--- config.mk ---
export PLATFORM = sky130hd
export DESIGN_NAME = mmr_div_cell
export DESIGN_NICKNAME = d
export VERILOG_FILES = /design/src/hw/rtl/mmr_pkg.sv /design/src/hw/rtl/mmr_div_cell.sv
export SDC_FILE = /design/constraint.sdc
export NUM_CORES = 1
export LEC_CHECK = 0
export ABC_AREA = 1
export BUFFER_PORTS_ARGS = -buffer_cell sky130_fd_sc_hd__buf_2
export CAP_MARGIN = 25
export CORE_ASPECT_RATIO = 1.4
export CORE_MARGIN = 8
export CORE_UTILIZATION = 44
export DETAILED_ROUTE_END_ITERATION = 8
export PLACE_DENSITY = 0.8
export SETUP_SLACK_MARGIN = 0.2
export SYNTH_ARGS = -nofsm -noshare
export SYNTH_HDL_FRONTEND = slang
export SYNTH_SLANG_ARGS = --single-unit
--- constraint.sdc ---
create_clock -name clk -period 12.97 [get_ports clk]
set_input_delay 1.9455 -clock clk [delete_from_list [all_inputs] [get_ports clk]]
set_output_delay 1.9455 -clock clk [all_outputs]
set_load 0.01 [all_outputs]
--- src/hw/rtl/mmr_pkg.sv ---
`timescale 1ns / 1ps
// Shared types and constants for the megafly minimal route port unit.
// No dependencies.
package mmr_pkg;

  localparam int MAX_RADIX   = 64;
  localparam int ID_BITS     = 21;
  localparam int RADIX_W     = 7;
  localparam int PORT_W      = 6;
  localparam int P_W         = 6;
  localparam int CNT_W       = 23;
  localparam logic [RADIX_W-1:0] RADIX_RESET = 7'd8;

  typedef enum logic [1:0] {
    NODE_SERVER,
    NODE_LEAF,
    NODE_SPINE,
    NODE_BAD
  } node_kind_t;

  typedef struct packed {
    logic [ID_BITS-1:0] current_node;
    logic [ID_BITS-1:0] dest_server;
  } hdr_t;

  typedef struct packed {
    logic [PORT_W-1:0] out_port;
    logic              invalid;
  } port_t;

  // one dividend lane: dividend shifts out at the top, quotient bits in at the bottom
  typedef struct packed {
    logic [ID_BITS-1:0] q;
    logic [P_W-1:0]     rem;
  } lane_t;

  typedef struct packed {
    logic [P_W-1:0]     p;
    node_kind_t         kind;
    logic [ID_BITS-1:0] cur_sw;
    logic [ID_BITS-1:0] cur_grp;
    logic [ID_BITS-1:0] dst_sw;
    logic [ID_BITS-1:0] dst_grp;
    logic [P_W-1:0]     dst_mod;
    logic [P_W-1:0]     dst_sw_mod;
  } side_t;

  typedef struct packed {
    side_t          side;
    lane_t [1:0]    lane;
  } cell_t;

endpackage

--- src/hw/rtl/mmr_div_cell.sv ---
`timescale 1ns / 1ps
// One restoring division step on two lanes by the divisor p carried with the item.
// Depends on mmr_pkg.
module mmr_div_cell import mmr_pkg::*; (
  input  logic  clk,
  input  logic  rst,
  input  logic  in_valid,
  output logic  in_ready,
  input  cell_t d,
  output logic  out_valid,
  input  logic  out_ready,
  output cell_t q
);

  cell_t          data_next;
  logic [P_W:0]   rem_sh [2];
  logic           ge [2];

  assign in_ready = !out_valid || out_ready;

  always_comb begin
    data_next = d;
    for (int i = 0; i < 2; i++) begin
      rem_sh[i] = {d.lane[i].rem, d.lane[i].q[ID_BITS-1]};
      ge[i]     = rem_sh[i] >= {1'b0, d.side.p};
      data_next.lane[i].q   = {d.lane[i].q[ID_BITS-2:0], ge[i]};
      data_next.lane[i].rem = ge[i] ? P_W'(rem_sh[i] - {1'b0, d.side.p})
                                    : P_W'(rem_sh[i]);
    end
  end

  always_ff @(posedge clk) begin
    if (rst) begin
      out_valid <= 1'b0;
    end else if (in_ready) begin
      out_valid <= in_valid;
    end
  end

  always_ff @(posedge clk) begin
    if (in_ready && in_valid) begin
      q <= data_next;
    end
  end

endmodule

==> impl_results.md <==
- Vias per std cell: 4.81
- Non-filler cells, final: 813
- Synth warn: 0
- Cell area after synthesis: between 5000 and 6000 um^2
- PostCTS Resize Cnt: 0
- Share of post-route cells with drive strength above 1: 0.569
- First-pass GRT wire length: 23800 um
- Remaining antenna violation count: 0
- # IOs: 322
- Hold Crit Class: flip-flop to flip-flop
- Worst Path Required: 11.02 ns
- Cell count after placement: 777
- Net Sw Frac: 0.238
- Final setup fails: 0
- Hpwl dp: 13700 um
- Post-Syn Nets: roughly 480
- CTS tree: yes
- DR vias: 3912
- RSZ-0062 raised after global routing: false
- Clock transition at path regs: about 0.07 ns
- Core Rows: 49
- Pwr dens: 151 nW/um^2
- H-tree depth: 4
- Clock period minus worst slack: 4.34 ns
- # Max-Cap Violations: 0
- CTS Sinks: around 160
- Slew @ Worst Pin: 0.899 ns
- Remaining Overflow, GRT: 0
- Post-Syn Instances: roughly 300
- Root Buffer: clkbuf_16
- Die width: 111 um
- Remaining DRCs: 0
- Starting Density: 0.445
- Int Pwr: 0.929 mW
- Period utilisation layout: 0.335
- Core area: 12600 um^2
- Setup crit end kind: primary output
- Worst-case clock skew: 0.0119 ns
- Worst Setup Path Type: input pin to primary output
- Drt first pass iters: 4
- Sequential share of power: 0.503
- Worst setup SP type: input pin
- Post-CTS Hold Buffers: 0
- Slew HR: 0.400
- Postcts setup bufs: 0
- Die height: about 150 um
- Syn avg cell area: 18.7 um^2
- Netlist cell types: 24
- Seq cells post-synth: 159
- Drt first-iter violations: between 150 and 200
- Worst skew pair latency: 0.41 ns
- Final nets: 822
- Die Area: roughly 17000 um^2
- Power, Total: 1.22 mW
- Clk pwr share: 0.391
- Setup TNS: 0 ns
- Total track usage: 0.191
- P&R area growth vs syn: 43.4%
- Port Buffer Count: approximately 320
- Post-synthesis sequential area ratio: 0.848
- Largest fanout on the critical path: 2
- Fillers: 930
- CTS Buf Count: 17
- Routability cong.: 0.853
- Psw: 0.291 mW
- Hold_ws: 0.555 ns
- Status: complete, no violations
- F_max: 230 MHz
- Count of pins over their slew limit: 0
- Lkg Pwr: 3.62 nW
- Critical path arrival: 2.40 ns
- Vias in the first global route: approximately 4100
- Hold Vio Cnt, Final: 0
- Max clock buf depth: 2
- IR Drop Worst-Case VDD: about 81 uV
- Final WL: 16600 um
- Initial antenna violation count: 5
- Largest net degree at the start of global routing: 89
- Power share of the combinational group: 0.106
- Routed length per instance: 20.5 um
[per-stage QoR]
step / area, um^2 / setup slack (ns) / utilization
after floorplan: 5620 / 2.66 / -
final: 8050 / 8.63 / 0.638
after global placement: 7440 / 8.68 / 0.589
after CTS: 8020 / 8.63 / 0.635
after detailed placement: 7440 / 8.63 / 0.589
after global routing: 8050 / 8.61 / 0.638
[logic make-up (layout without fill, tap and decap cells)]
family / count (synthesis) / in the layout / synth area share
AOI/OAI and AO/OA: 9 / 9 / 0.0107
and+or+nand+nor: 80 / 80 / 0.0733
other: 0 / 3 / 0
xor gates and xnor gates: 5 / 5 / 0.00780
buffers and inverters: 32 / 388 / 0.0214
adders and majority gates: 16 / 16 / 0.0383
DFF: 159 / 159 / 0.848
[path summary, 6_finish.rpt]
| path | from | slack (ns) | endpoint | depth (start not counted) |
|---|---|---|---|---|
| worst max-delay path | out_ready | 8.63 | in_ready | 4 |
| worst min register to register | out_valid$_SDFFE_PP0N_ | 0.56 | out_valid$_SDFFE_PP0N_ | 2 |
| worst min-delay path | out_valid$_SDFFE_PP0N_ | 0.56 | out_valid$_SDFFE_PP0N_ | 2 |
| worst max register to register | out_valid$_SDFFE_PP0N_ | 10.67 | q[147]$_DFFE_PP_ | 4 |
[synthesized netlist by cell type, drive strengths merged]
| cell type | number | share of area |
|---|---|---|
| xnor2 | 2 | 0.0031 |
| dfxtp | 1 | 0.0036 |
| or2 | 2 | 0.0022 |
| edfxtp | 158 | 0.84 |
| nand3 | 18 | 0.021 |
| ha | 14 | 0.031 |
| nor2 | 5 | 0.0042 |
| and2 | 2 | 0.0031 |
| o21ai | 4 | 0.0036 |
| fa | 2 | 0.0071 |
| nand4 | 3 | 0.0033 |
| nand2 | 47 | 0.035 |
| nor3 | 1 | 0.0018 |
| inv | 32 | 0.021 |
| xor2 | 3 | 0.0047 |
| nand3b | 2 | 0.0027 |
| a21oi | 5 | 0.0071 |
[registers in the layout, indices dropped and copies added, names as in the netlist]
register / cells
out_valid: 1
q: 158
[critical path: stages]
cell	delay, ns
buf_2	0.10
inv_1	0.10
nand2_1	0.09
buf_2	0.15
[power by group through the flow]
stage	registers, mW	clock network [mW]	logic (mW)
CTS	0.614	0.488	0.130
finish	0.613	0.477	0.129
global placement	0.623	0	0.126
global route	0.615	0.507	0.141
floorplan	0.651	0	0.0391
detailed placement	0.624	0	0.129
[layer usage]
layer	vias to the layer above	track usage	wire, um
met3	27	0.0770	1370
met4	4	0.0749	340
li1	1792	-	-
met2	207	0.343	9030
met5	-	0	18
met1	1882	0.193	5870
[layout by cell type, fill, tap and decap left out, drive strengths merged]
cell,Yosys,routed
a21oi,5,5
and2,2,2
buf,0,324
bufinv,0,1
clkbuf,0,17
clkinv,0,6
clkinvlp,0,2
dfxtp,1,1
diode,0,3
edfxtp,158,158
fa,2,2
ha,14,14
inv,32,38
nand2,47,47
nand3,18,18
nand3b,2,2
nand4,3,3
nor2,5,5
nor3,1,1
o21ai,4,4
or2,2,2
xnor2,2,2
xor2,3,3
[layout make-up]
| type | instances | area (um^2) | area share |
|---|---|---|---|
| Timing Repair Buffer | 324 | 1650 | 0.205 |
| Antenna cell | 3 | 7.51 | 0.000932 |
| Inverter | 32 | 120 | 0.0149 |
| Tap cell | 153 | 191 | 0.0238 |
| Multi-Input combinational cell | 110 | 742 | 0.0921 |
| Clock buffer | 17 | 425 | 0.0528 |
| Sequential cell | 159 | 4760 | 0.592 |
| Clock inverter | 15 | 154 | 0.0191 |
No activity file was read; power rests on OpenSTA's default activity.
